$ cat config.mk
export PLATFORM = sky130hd
export DESIGN_NAME = case_fold_pattern_matcher_top
export DESIGN_NICKNAME = d
export VERILOG_FILES = /design/src/rtl/core/cfpm_pkg.sv /design/src/rtl/core/cfpm_cell.sv /design/src/rtl/core/case_fold_pattern_matcher_top.sv
export SDC_FILE = /design/constraint.sdc
export NUM_CORES = 1
export LEC_CHECK = 0
export ABC_AREA = 1
export BUFFER_PORTS_ARGS = -buffer_cell sky130_fd_sc_hd__buf_2
export CAP_MARGIN = 0
export CORE_MARGIN = 2
export CORE_UTILIZATION = 44
export CTS_BUF_LIST = sky130_fd_sc_hd__clkbuf_8
export CTS_CLUSTER_SIZE = 14
export DETAILED_ROUTE_END_ITERATION = 7
export GPL_TIMING_DRIVEN = 0
export HOLD_SLACK_MARGIN = 0.06
export PLACE_DENSITY = 0.64
export SLEW_MARGIN = 20
export SYNTH_ARGS = -nofsm -noshare
export SYNTH_HDL_FRONTEND = slang
export SYNTH_HIERARCHICAL = 1
export SYNTH_SLANG_ARGS = --single-unit
$ cat constraint.sdc
create_clock -name clk -period 10.56 [get_ports clk]
set_input_delay 1.584 -clock clk [delete_from_list [all_inputs] [get_ports clk]]
set_output_delay 1.584 -clock clk [all_outputs]
set_load 0.02 [all_outputs]
$ cat src/rtl/core/cfpm_pkg.sv
`timescale 1ns / 1ps
`default_nettype none

package cfpm_pkg;

	// Window depth: longest pattern the matcher can compare.
	localparam int PATTERN_MAX = 16;

	// Pattern bytes that the two 64-bit registers can hold.
	localparam int PAT_BYTES = 16;
	localparam int PAT_IDX_W = $clog2(PAT_BYTES);

	// Count must hold PATTERN_MAX + 1 and the full 5-bit length register.
	localparam int CNT_RAW_W = $clog2(PATTERN_MAX + 2);
	localparam int CNT_W = (CNT_RAW_W > 5) ? CNT_RAW_W : 5;

	localparam int LEN_REG_W = 5;
	localparam int CFG_DATA_W = 64;
	localparam int CFG_ADDR_W = 5;

	localparam logic [7:0] CH_NUL = 8'h00;
	localparam logic [7:0] CH_LOWER_A = 8'h61;
	localparam logic [7:0] CH_LOWER_Z = 8'h7A;
	localparam logic [7:0] CH_UPPER_A = 8'h41;
	localparam logic [7:0] CASE_DELTA = CH_LOWER_A - CH_UPPER_A;

	typedef enum logic [1:0] {
		MODE_EXACT,
		MODE_PREFIX,
		MODE_SUFFIX,
		MODE_CONTAINS
	} mode_t;

	typedef enum logic [1:0] {
		REG_MODE,
		REG_LEN,
		REG_PAT_LO,
		REG_PAT_HI
	} reg_idx_t;

	// Per-beat control fanned out to every window cell.
	typedef struct packed {
		logic shift;
		logic clear;
	} cell_ctl_t;

	function automatic logic [7:0] fold_byte(input logic [7:0] b);
		if (b >= CH_LOWER_A && b <= CH_LOWER_Z) begin
			return b - CASE_DELTA;
		end
		return b;
	endfunction

endpackage

`default_nettype wire

$ cat src/rtl/core/cfpm_cell.sv
`timescale 1ns / 1ps
`default_nettype none

// One window slot: holds a folded byte, passes it on each shift and
// checks it (current and incoming) against its pattern byte.
module cfpm_cell
	import cfpm_pkg::*;
(
	input  wire logic       clk,
	input  wire logic       arst_n,
	input  wire cell_ctl_t  ctl,
	input  wire logic [7:0] byte_in,
	input  wire logic [7:0] exp_byte,
	input  wire logic       used,
	output logic [7:0]      byte_out,
	output logic            eq_cur,
	output logic            eq_nxt
);

	logic [7:0] byte_q;

	always_ff @(posedge clk or negedge arst_n) begin
		if (!arst_n) begin
			byte_q <= CH_NUL;
		end else if (ctl.clear) begin
			byte_q <= CH_NUL;
		end else if (ctl.shift) begin
			byte_q <= byte_in;
		end
	end

	// A zero pattern byte never matches a string byte.
	assign eq_cur = !used || (byte_q == exp_byte && exp_byte != CH_NUL);
	assign eq_nxt = !used || (byte_in == exp_byte && exp_byte != CH_NUL);
	assign byte_out = byte_q;

endmodule

`default_nettype wire

$ cat src/rtl/core/case_fold_pattern_matcher_top.sv
`timescale 1ns / 1ps
`default_nettype none

// Case-insensitive serial string matcher.
// Input channel: one string byte per beat on char_byte (in_valid/in_stall);
// a zero byte terminates the string. Only the terminator beat produces a
// result: one beat on the output channel (out_valid/out_stall) carrying
// match. Letters a..z are folded to upper case on both string and pattern.
// Latency: the result is valid the cycle after the terminator is accepted.
// Throughput: one byte per cycle while in_stall is low, strings back to back; the
// window is a shift chain of PATTERN_MAX cells, each comparing its byte
// with its pattern byte in parallel, so a byte never waits on the compare.
// Stall: while a result is held and out_stall is high, in_stall is high;
// otherwise every input beat is taken at once, even with a result pending.
// Reset (arst_n low): registers clear to mode exact, length zero, pattern
// zero; window, count and hit flags clear, no result pending.
// Config: APB, 64-bit data, register i at byte address 8*i; write only
// between strings. Length zero matches every string.
module case_fold_pattern_matcher_top
	import cfpm_pkg::*;
(
	input  wire logic                  clk,
	input  wire logic                  arst_n,
	// byte input channel
	input  wire logic                  in_valid,
	output logic                       in_stall,
	input  wire logic [7:0]            char_byte,
	// result channel
	output logic                       out_valid,
	input  wire logic                  out_stall,
	output logic                       match,
	// configuration port
	input  wire logic                  psel,
	input  wire logic                  penable,
	input  wire logic                  pwrite,
	input  wire logic [CFG_ADDR_W-1:0] paddr,
	input  wire logic [CFG_DATA_W-1:0] pwdata,
	output logic [CFG_DATA_W-1:0]      prdata,
	output logic                       pready
);

	// ---------------- configuration registers ----------------
	mode_t                 mode_q;
	logic [LEN_REG_W-1:0]  len_q;
	logic [CFG_DATA_W-1:0] pat_lo_q;
	logic [CFG_DATA_W-1:0] pat_hi_q;
	reg_idx_t              reg_idx;
	logic                  cfg_wr;

	assign pready = 1'b1;
	assign reg_idx = reg_idx_t'(paddr[CFG_ADDR_W-1:3]);
	assign cfg_wr = psel && penable && pwrite && pready;

	always_ff @(posedge clk or negedge arst_n) begin
		if (!arst_n) begin
			mode_q   <= MODE_EXACT;
			len_q    <= '0;
			pat_lo_q <= '0;
			pat_hi_q <= '0;
		end else if (cfg_wr) begin
			unique case (reg_idx)
				REG_MODE:   mode_q <= mode_t'(pwdata[1:0]);
				REG_LEN:    len_q <= pwdata[LEN_REG_W-1:0];
				REG_PAT_LO: pat_lo_q <= pwdata;
				REG_PAT_HI: pat_hi_q <= pwdata;
				default:    mode_q <= mode_q;
			endcase
		end
	end

	always_comb begin
		unique case (reg_idx)
			REG_MODE:   prdata = {{(CFG_DATA_W-2){1'b0}}, mode_q};
			REG_LEN:    prdata = {{(CFG_DATA_W-LEN_REG_W){1'b0}}, len_q};
			REG_PAT_LO: prdata = pat_lo_q;
			REG_PAT_HI: prdata = pat_hi_q;
			default:    prdata = '0;
		endcase
	end

	// ---------------- handshake ----------------
	logic out_valid_q;
	logic match_q;
	logic in_fire;
	logic is_term;

	// Input only waits when the held result cannot leave this cycle.
	assign in_stall = out_valid_q && out_stall;
	assign in_fire = in_valid && !in_stall;
	assign is_term = (char_byte == CH_NUL);

	// ---------------- per-cell expected bytes ----------------
	logic [CNT_W-1:0] len_eff;
	logic [CNT_W-1:0] len_ext;
	logic [7:0]       pat_byte [PAT_BYTES];
	logic [7:0]       exp_byte [PATTERN_MAX];
	logic             used     [PATTERN_MAX];

	assign len_ext = CNT_W'(len_q);
	assign len_eff = (len_ext > CNT_W'(PATTERN_MAX)) ? CNT_W'(PATTERN_MAX) : len_ext;

	always_comb begin
		for (int b = 0; b < PAT_BYTES; b++) begin
			if (b < 8) begin
				pat_byte[b] = pat_lo_q[8*(b%8) +: 8];
			end else begin
				pat_byte[b] = pat_hi_q[8*(b%8) +: 8];
			end
		end
	end

	// Cell k (k-th newest byte) lines up with pattern byte len-1-k.
	always_comb begin
		logic [CNT_W-1:0] j;
		for (int k = 0; k < PATTERN_MAX; k++) begin
			j = len_eff - CNT_W'(1) - CNT_W'(k);
			used[k] = CNT_W'(k) < len_eff;
			if (used[k] && j < CNT_W'(PAT_BYTES)) begin
				exp_byte[k] = fold_byte(pat_byte[j[PAT_IDX_W-1:0]]);
			end else begin
				exp_byte[k] = CH_NUL;
			end
		end
	end

	// ---------------- window chain ----------------
	cell_ctl_t             cell_ctl;
	logic [7:0]            win      [PATTERN_MAX];
	logic [7:0]            win_in   [PATTERN_MAX];
	logic [PATTERN_MAX-1:0] eq_cur;
	logic [PATTERN_MAX-1:0] eq_nxt;

	assign cell_ctl.shift = in_fire && !is_term;
	assign cell_ctl.clear = in_fire && is_term;

	for (genvar k = 0; k < PATTERN_MAX; k++) begin : g_cell
		if (k == 0) begin : g_head
			assign win_in[k] = fold_byte(char_byte);
		end else begin : g_link
			assign win_in[k] = win[k-1];
		end
		cfpm_cell u_cell (
			.clk      (clk),
			.arst_n   (arst_n),
			.ctl      (cell_ctl),
			.byte_in  (win_in[k]),
			.exp_byte (exp_byte[k]),
			.used     (used[k]),
			.byte_out (win[k]),
			.eq_cur   (eq_cur[k]),
			.eq_nxt   (eq_nxt[k])
		);
	end

	// ---------------- count and hit flags ----------------
	logic [CNT_W-1:0] seen_q;
	logic [CNT_W-1:0] seen_nxt;
	logic             prefix_q;
	logic             contains_q;
	logic             hit_nxt;
	logic             result;

	assign seen_nxt = (seen_q < CNT_W'(PATTERN_MAX + 1)) ? seen_q + CNT_W'(1) : seen_q;
	assign hit_nxt = (len_eff != '0) && (seen_nxt >= len_eff) && (&eq_nxt);

	always_comb begin
		if (len_eff == '0) begin
			result = 1'b1;
		end else begin
			unique case (mode_q)
				MODE_EXACT:    result = prefix_q && (seen_q == len_eff);
				MODE_PREFIX:   result = prefix_q;
				MODE_SUFFIX:   result = (seen_q >= len_eff) && (&eq_cur);
				MODE_CONTAINS: result = contains_q;
				default:       result = 1'b0;
			endcase
		end
	end

	always_ff @(posedge clk or negedge arst_n) begin
		if (!arst_n) begin
			seen_q     <= '0;
			prefix_q   <= 1'b0;
			contains_q <= 1'b0;
		end else if (in_fire) begin
			if (is_term) begin
				seen_q     <= '0;
				prefix_q   <= 1'b0;
				contains_q <= 1'b0;
			end else begin
				seen_q <= seen_nxt;
				if (hit_nxt) begin
					contains_q <= 1'b1;
					if (seen_nxt == len_eff) begin
						prefix_q <= 1'b1;
					end
				end
			end
		end
	end

	// ---------------- result register ----------------
	always_ff @(posedge clk or negedge arst_n) begin
		if (!arst_n) begin
			out_valid_q <= 1'b0;
		end else if (in_fire && is_term) begin
			out_valid_q <= 1'b1;
		end else if (!out_stall) begin
			out_valid_q <= 1'b0;
		end
	end

	always_ff @(posedge clk) begin
		if (in_fire && is_term) begin
			match_q <= result;
		end
	end

	assign out_valid = out_valid_q;
	assign match = match_q;

`ifndef SYNTHESIS
	a_term_gives_beat: assert property (@(posedge clk) disable iff (!arst_n)
		in_fire && is_term |=> out_valid_q)
		else $error("terminator beat produced no result");

	a_prefix_implies_contains: assert property (@(posedge clk) disable iff (!arst_n)
		prefix_q |-> contains_q)
		else $error("prefix hit without contains hit");

	a_term_clears_state: assert property (@(posedge clk) disable iff (!arst_n)
		in_fire && is_term |=> seen_q == '0 && !prefix_q && !contains_q)
		else $error("string state not cleared after terminator");

	a_count_saturates: assert property (@(posedge clk) disable iff (!arst_n)
		seen_q <= CNT_W'(PATTERN_MAX + 1))
		else $error("byte count beyond saturation");
`endif

endmodule

`default_nettype wire

Yosys cells after proc, flatten, opt, wreduce, memory -nomap -nowiden
Cells that the tools add are included.
{"block": "word_totals", "output_inout_bits": 68, "in_bits": 84, "elab_cells": 534, "register_bits": 272}
{"block": "op_classes", "muxes": 175, "n_eq_ne": 41, "n_bitwise": 16, "magnitude_cmp": 86, "add_sub_neg": 34, "reduce_logical": 157}
{"op": "8-bit 2-to-1 mux", "count": 114}
{"op": "8-bit binary-select mux with 4-bit select", "count": 16}
{"op": "8-bit equality test", "count": 32}
{"op": "64-bit one-hot mux with 4 select lines", "count": 1}
{"op": "8-bit by 7-bit greater-or-equal comparator with 1-bit output (second input constant)", "count": 17}
{"op": "8-bit by 7-bit <= comparator with 1-bit output (second input constant)", "count": 17}
{"op": "8-bit by 6-bit subtractor with 8-bit output (second input constant)", "count": 17}
{"op": "8-bit nonzero test", "count": 16}
{"op": "5-bit less-than comparator (second input constant)", "count": 17}
{"op": "5-bit greater-or-equal comparator (second input constant)", "count": 16}
{"op": "4-bit inverter with 5-bit output", "count": 16}
{"op": "1-bit logical AND", "count": 75}
{"op": "4-bit by 5-bit less-than comparator with 1-bit output (first input constant)", "count": 8}
{"op": "1-bit 2-to-1 mux", "count": 40}
{"op": "5-bit by 4-bit subtractor with 5-bit output (second input constant)", "count": 8}
{"op": "1-bit logical OR", "count": 32}
{"op": "16-bit AND reduction", "count": 2}
{"op": "3-bit by 5-bit less-than comparator with 1-bit output (first input constant)", "count": 4}
{"op": "5-bit by 3-bit subtractor with 5-bit output (second input constant)", "count": 4}
{"op": "1-bit logical NOT", "count": 18}
{"op": "5-bit 2-to-1 mux", "count": 3}
{"op": "5-bit equality test", "count": 2}
{"op": "5-bit greater-or-equal comparator", "count": 2}
{"op": "1-bit by 5-bit less-than comparator with 1-bit output (first input constant)", "count": 2}
{"op": "other kinds (16)", "count": 30}

Logic depth before layout (Yosys ltp)
Gate-level depths: netlist of run 1.
{"block": "logic_depth", "word_depth": 21, "depth_mapped": 40, "mapped_depth_nobuf": 35}

Modules after synthesis
Netlist of run 1, hierarchy kept.
{"module": "case_fold_pattern_matcher_top", "area_per_inst_um2": 15413.5, "n_inst": 1, "cells_per_inst": 2738, "seq_area_each_um2": 3608.5}
{"module": "cfpm_cell", "area_per_inst_um2": 653.1, "n_inst": 16, "cells_per_inst": 100, "seq_area_each_um2": 200.2}

Worst setup path after synthesis of run 1
OpenSTA, ideal clock, no wires.
{"block": "synth_timing", "kind": "input to register", "startpoint": "input port char_byte[1]", "endpoint": "register g_cell[0].u_cell.byte_q[0]", "slack_ns": 5.418, "t_required_ns": 10.465, "cell_stages": 8, "arrival_time_ns": 5.047, "n_path_buf": 0, "cell_sequence": "inv_1 -> nand2_1 -> nor4_1 -> inv_1 -> nor4_1 -> nor2_1 -> nand2_1 -> o22ai_2"}
{"element": "start: declaration", "line_no": "case_fold_pattern_matcher_top.sv:27", "text": "input wire logic [7:0] char_byte,"}
{"element": "end signal: assignment", "line_no": "cfpm_cell.sv:28", "text": "byte_q <= byte_in;"}
{"element": "end: declaration", "line_no": "cfpm_cell.sv:20", "text": "logic [7:0] byte_q;"}

==> results of run 1 <==
[layout by cell type (no fill, tap or decap), types with 6 or more instances in the layout]
cell,count
o21ai_2,55
o22ai_1,61
nor2_2,10
nand4_1,32
nand3b_1,8
xnor2_1,96
ha_1,32
inv_1,660
clkbuf_1,71
buf_2,192
buf_4,8
nor3_1,34
nand2_4,15
a21oi_1,21
nand2_2,25
buf_6,32
clkinv_2,8
clkbuf_8,69
inv_2,9
nand3_2,7
nand2_1,1787
o22ai_2,80
or2_1,16
o21ai_0,441
nand3_1,162
nor2_1,241
dfrtp_1,271
mux2i_1,6
o21ai_1,75
[logic make-up after synthesis]
kind of cell	share of synthesized area, %
xor+xnor	3.353
other cells	0.01450
flops	26.34
compound gates	18.21
simple gates	36.87
mux	0.4064
buf+inv	13.27
fa+ha+maj	1.548
[power groups by stage]
stage | logic, mW | registers (mW) | clock network, mW
2_1_floorplan | 4.82 | 1.40 | 0
3_3_place_gp | 6.91 | 1.49 | 0
3_5_place_dp | 6.95 | 1.49 | 0
4_1_cts | 6.98 | 1.48 | 1.12
5_1_grt | 7.89 | 1.50 | 1.17
6_report | 7.16 | 1.48 | 1.11
[final timing paths]
path,startpoint,endpoint,slack [ns]
setup / recovery,len_ext[4]$_DFFE_PN0P_,match$_SDFFCE_PN1P_,3.01
hold / removal,prefix_q$_DFFE_PN0P_,prefix_q$_DFFE_PN0P_,0.52
setup reg to reg,len_ext[4]$_DFFE_PN0P_,match$_SDFFCE_PN1P_,3.01
hold reg to reg,prefix_q$_DFFE_PN0P_,prefix_q$_DFFE_PN0P_,0.52
max in group asynchronous,arst_n,seen_q[4]$_DFFE_PN0P_,8.45
min in group asynchronous,arst_n,g_cell[9].u_cell/byte_out[7]$_DFFE_PN0P_,0.85
[metrics by stage]
stage | hold slack (ns) | total power [mW] | cell area, um^2 | util (%) | std cells
floorplan | 0.4644 | 6.220 | 25860 | - | 4338
global placement | 0.4894 | 8.403 | 27560 | 47.58 | 5250
detailed placement | 0.5079 | 8.443 | 27720 | 47.86 | 5256
CTS | 0.5172 | 9.581 | 28800 | 49.73 | 5351
global route | 0.5142 | 10.56 | 28800 | 49.73 | 5351
finish | 0.5163 | 9.744 | 28800 | 49.73 | 5351
[routing by layer]
metal | routed length (um) | GRT usage, % | up-vias
met5 | 0 | 0 | -
met4 | 6636 | 18.46 | 0
met3 | 10860 | 6.601 | 312
met2 | 47780 | 56.43 | 1401
met1 | 46560 | 48.79 | 13301
li1 | - | - | 13990
[sequential cells by signal, summed over array words and instances (netlist names)]
name,flops
g_cell.u_cell/byte_out,128
match,1
pat_lo_q,64
len_ext,5
prefix_q,1
pat_hi_q,64
mode_q,2
seen_q,5
contains_q,1
out_valid,1
[area by class of cell]
cell class	count	area, um^2	share of cell area [%]
multi-input combinational	3246	15630	54.27
inverter	658	2472	8.585
clock buffer	69	949.7	3.298
tap	765	957.2	3.324
clock inverter	26	132.6	0.4605
buffer	162	958.4	3.328
timing repair buffer	153	888.4	3.085
sequential	272	6812	23.65
[synth_stat cells (6+ instances only)]
cell	count	share of area [%]
buf_2	46	0.89
nor2_2	10	0.24
inv_2	8	0.12
buf_4	8	0.23
ha_1	32	1.5
nand4_1	32	0.77
clkbuf_1	71	1.0
nand2_2	25	0.60
o22ai_2	80	3.9
or2_1	16	0.39
dfrtp_1	271	26
nand3b_1	8	0.23
o21ai_1	72	1.4
o21ai_0	444	8.6
xnor2_1	96	3.3
nor3_1	34	0.66
o21ai_2	55	1.9
nor2_1	242	3.5
nand2_4	15	0.65
o22ai_1	61	1.5
inv_1	646	9.4
buf_6	32	1.4
nand3_1	162	3.1
a21oi_1	21	0.41
nand3_2	7	0.27
mux2i_1	6	0.23
nand2_1	1787	26
==> flow_summary.yaml, run 1 <==
run_status:
  run_status: "finished, final reports clean"
routing:
  drt_pre_antenna_iters: 7
  drtIter0Drc: 3327
  drc: 0
  wl_per_cell_um: 20.90
  routed_via_density: 5.420
  ant_nets: 0
  vias: 29004
  routed_wl_um: 111800
floorplan:
  fp.dieArea_mm2: 0.06074
  placementRows: 88
  core_mm2: 0.05792
  pin_count: 152
  start_util_pct: 44.66
  die_x_um: 246.4
  die_h_um: 246.4
clock_network:
  post_cts.resized_instances: 0
  holdBufCountCts: 0
  h-tree-depth: 2
  clock-root-buffer: "clkbuf_8"
  cts_buffer_depth: 3
  cts_buffers: 52
  post-cts-setup-buffers: 0
  path_clk_slew_ns: 0.06
  cts.sinks: 272
  clk_latency_ns: 0.69
  cts_tree: "yes"
worst_setup_path:
  start_kind: "flop"
  cpLargestDelayFamily: "compound AO/OA/AOI/OAI gates"
  r2r_cells: 30
  path_buf_inv: 9
  worst_ep_arrival_time_ns: 8.10
  critPathKind: "flop to flop"
  critPathMaxFanout: 10
  cp-end-kind: "flop"
  worst-path-stages: 30
  cpPeakStageDelay_ns: 0.96
  cp_common_cell: "nand2_1"
  slowest_stage: "o41ai_1"
  cp.required_ns: 11.11
global_route:
  grt_pass1_wl_um: 165200
  antenna_found_initial: 0
  grt_remaining_overflow: 0
  grt_start_max_net_pins: 98
  gr-usage-all-layers_pct: 36.52
  grt_pass1_vias: 26044
finish:
  area_delta_synth_final_pct: 11.35
  diodes: 0
  nFillCells: 6172
  fin_nets: 4661
  drive_gt1_share_pct: 11.67
synthesis:
  synth_flop_cell: "dfrtp_1"
  syn_nets: 4454
  syn_inst: 4338
  synth_area_per_cell_um2: 5.962
  ys_ff_latch: 272
  synth-edff-count: 1
  syn_area_mm2: 0.02586
  yosysWarnings: 6
  synth_async_sr_flop_share_pct: 99.63
  ys_types: 53
  ys_seq_area_share_pct: 26.34
timing:
  tightest_slew_ns: 1.213
  finalClockSkew_ns: 0.03630
  rsz0062_at_grt: "no"
  max_freq_mhz: 132.5
  setup_viol: 0
  period_minus_slack_ns: 7.548
  final-max-slew-violation-count: 0
  hold_violations: 0
  setup_ws_ns: 3.012
  min_period_over_period_pct: 71.47
  slew_headroom_pct: 18.27
  tns_ns: 0
placed_design:
  dpl.hpwl_um: 92150
  gp_congestion: 1.062
  dp_slack_ns: 3.282
  portBuffers: 147
power_and_ir_drop:
  vdd.ir_drop.worst_v: 0.0001422
  seqPwrFrac_pct: 15.2
  p_int_mw: 3.908
  p_sw_share_pct: 59.90
  p_sw_mw: 5.836
  pwr-share-clk_pct: 11.4
  power_leakage_nw: 15.02
  p_comb_share_pct: 73.4
  pwr_density_cell_mw_per_mm2: 338.4
min_path:
  hold-path-cell-count: 1
  hp-class: "flop to flop"
run:
  maxCapViolCount: 0
(Power assumes the default switching activity.)
==> inputs of run 2 (changes only) <==
==> constraint.sdc (replaced) <==
create_clock -name clk -period 7.4 [get_ports clk]
set_input_delay 1.11 -clock clk [delete_from_list [all_inputs] [get_ports clk]]
set_output_delay 1.11 -clock clk [all_outputs]
set_load 0.02 [all_outputs]
==> run 2 against run 1 <==
- the run now ends with DRC left
- final cell count unchanged
- critical path depth increased by 3
- via count about the same
- worst hold slack worse by 0.14 ns
- highest routed layer unchanged
- largest power group unchanged
==> flow_summary.yaml, run 2 (same netlist as run 1, synthesis figures left out) <==
worst_setup_path:
  cp-end-kind: "flop"
  timing.rr.start: "len_ext[4]$_DFFE_PN0P_"
  start_kind: "flop"
  reg2reg_to: "match$_SDFFCE_PN1P_"
  slowest_stage: "o41ai_2"
  r2r_cells: 33
  cp_common_cell: "nand2_1"
  cpLargestDelayFamily: "buffers and inverters"
  critPathKind: "flop to flop"
  cp-endpoint: "match$_SDFFCE_PN1P_"
  cp-startpoint: "len_ext[4]$_DFFE_PN0P_"
  critPathMaxFanout: 10
  worst_ep_arrival_time_ns: 7.49
  path_buf_inv: 11
  cpPeakStageDelay_ns: 0.65
  worst-path-stages: 33
  rrSetupSlack_ns: 0.46
  cp.required_ns: 7.95
clock_network:
  cts_tree: "yes"
  path_clk_slew_ns: 0.06
  clock-root-buffer: "clkbuf_8"
  clk_latency_ns: 0.68
  post-cts-setup-buffers: 0
  cts_buffer_depth: 3
  cts.sinks: 272
  h-tree-depth: 2
  cts_buffers: 52
routing:
  routed_via_density: 5.418
  drc: 4
  routed_wl_um: 112100
  drtIter0Drc: 3256
  wl_per_cell_um: 20.95
  ant_nets: 0
  drt_pre_antenna_iters: 8
  vias: 28992
floorplan:
  die_h_um: 246.4
  pin_count: 152
  core_mm2: 0.05792
  start_util_pct: 44.66
  die_x_um: 246.4
  fp.dieArea_mm2: 0.06074
  placementRows: 88
timing:
  slew_headroom_pct: 22.97
  finalClockSkew_ns: 0.03259
  max_freq_mhz: 144.1
  period_minus_slack_ns: 6.938
  hold_violations: 0
  final-max-slew-violation-count: 0
  rsz0062_at_grt: "no"
  setup_ws_ns: 0.4617
  hold_ws_ns: 0.3754
  min_period_over_period_pct: 93.76
  setup_viol: 0
  tightest_slew_ns: 1.143
global_route:
  antenna_found_initial: 0
  gr-usage-all-layers_pct: 36.52
  grt_pass1_wl_um: 165200
  grt_start_max_net_pins: 98
  grt_pass1_vias: 26044
  grt_remaining_overflow: 0
run_status:
  violations: "DRC"
  run_status: "finished, violations left"
power_and_ir_drop:
  pwr_density_cell_mw_per_mm2: 483.2
  power_leakage_nw: 15.03
  vdd.ir_drop.worst_v: 0.0002028
placed_design:
  gp_congestion: 1.062
  dp_slack_ns: 0.1220
  dpl.hpwl_um: 92150
  portBuffers: 147
finish:
  area_delta_synth_final_pct: 11.40
  multi_input_area_mm2: 0.01564
  drive_gt1_share_pct: 11.71
  seqCellArea_mm2: 0.006812
  fin_nets: 4661
  largest_register_ff_count: 128
  diodes: 0
  layout.cells.most_common_list: "nand2_1 (1787), inv_1 (660), o21ai_0 (439), dfrtp_1 (271), nor2_1 (241)"
  layout_commonest_cell: "nand2_1"
  nFillCells: 6172
run:
  maxCapViolCount: 0
min_path:
  hp-class: "input port to async pin"
==> run 2: cell count changes in the layout (fill, tap and decap cells not counted) <==
cell     change
o41ai_2      +1
o41ai_1      -1
o21ai_0      -2
nor4_2       +1
nor4_1       -1
o21ai_1      +2
==> run 2: cell type report <==
cell class / instances / share of cell area [%]
clock inverters: 26 / 0.4603
plain buffers: 162 / 3.326
clock buffers: 69 / 3.296
repair buffers: 153 / 3.083
inverters: 658 / 8.581
multi-input cells: 3246 / 54.29
well taps: 765 / 3.322
flip-flops and latches: 272 / 23.64
==> run 2: power breakdown <==
group	internal [mW]	switching, mW
sequential	1.79	0.333
clock	0.837	0.744
combinational	2.95	7.27
==> run 2: what timing repair did <==
action | CTS | global route
endpoints found under the setup margin | 0 | 2
gates resized for setup | 0 | 4
hold buffers | 0 | 0
==> run 2: worst min-delay path by stage <==
| stage | start | endpoint | slack (ns) |
|---|---|---|---|
| 3_3_place_gp | prefix_q$_DFFE_PN0P_ | prefix_q$_DFFE_PN0P_ | 0.49 |
| 2_1_floorplan | prefix_q$_DFFE_PN0P_ | prefix_q$_DFFE_PN0P_ | 0.46 |
| 5_1_grt | arst_n | g_cell[9].u_cell/byte_out[7]$_DFFE_PN0P_ | 0.41 |
| 6_report | arst_n | g_cell[9].u_cell/byte_out[7]$_DFFE_PN0P_ | 0.38 |
| 4_1_cts | arst_n | g_cell[9].u_cell/byte_out[7]$_DFFE_PN0P_ | 0.36 |
| 3_5_place_dp | prefix_q$_DFFE_PN0P_ | prefix_q$_DFFE_PN0P_ | 0.51 |
==> run 2: worst register-to-register path: cells and delay by family, from the launching register on <==
| kind | cells | cell delay [ns] |
|---|---|---|
| fa+ha+maj | 2 | 0.64 |
| flops | 1 | 0.34 |
| buf+inv | 11 | 2.30 |
| compound gates | 7 | 1.85 |
| simple gates | 13 | 1.66 |
==> run 2: through the flow <==
stage	utilization (%)	cells	power (mW)	instance area, um^2	TNS, ns
3_3_place_gp	47.58	5250	11.99	27560	-28.33
4_1_cts	49.73	5351	13.67	28800	0
2_1_floorplan	-	4338	8.876	25860	0
5_1_grt	49.75	5351	15.08	28810	0
3_5_place_dp	47.86	5256	12.05	27720	0
6_report	49.75	5351	13.92	28810	0
==> run 2: layer usage <==
metal | vias up | track usage (%) | part of all wire [%]
li1 | 13979 | - | -
met1 | 13314 | 48.79 | 42
met2 | 1396 | 56.43 | 43
met3 | 303 | 6.601 | 9.5
met4 | 0 | 18.46 | 6.0
met5 | - | 0 | 0
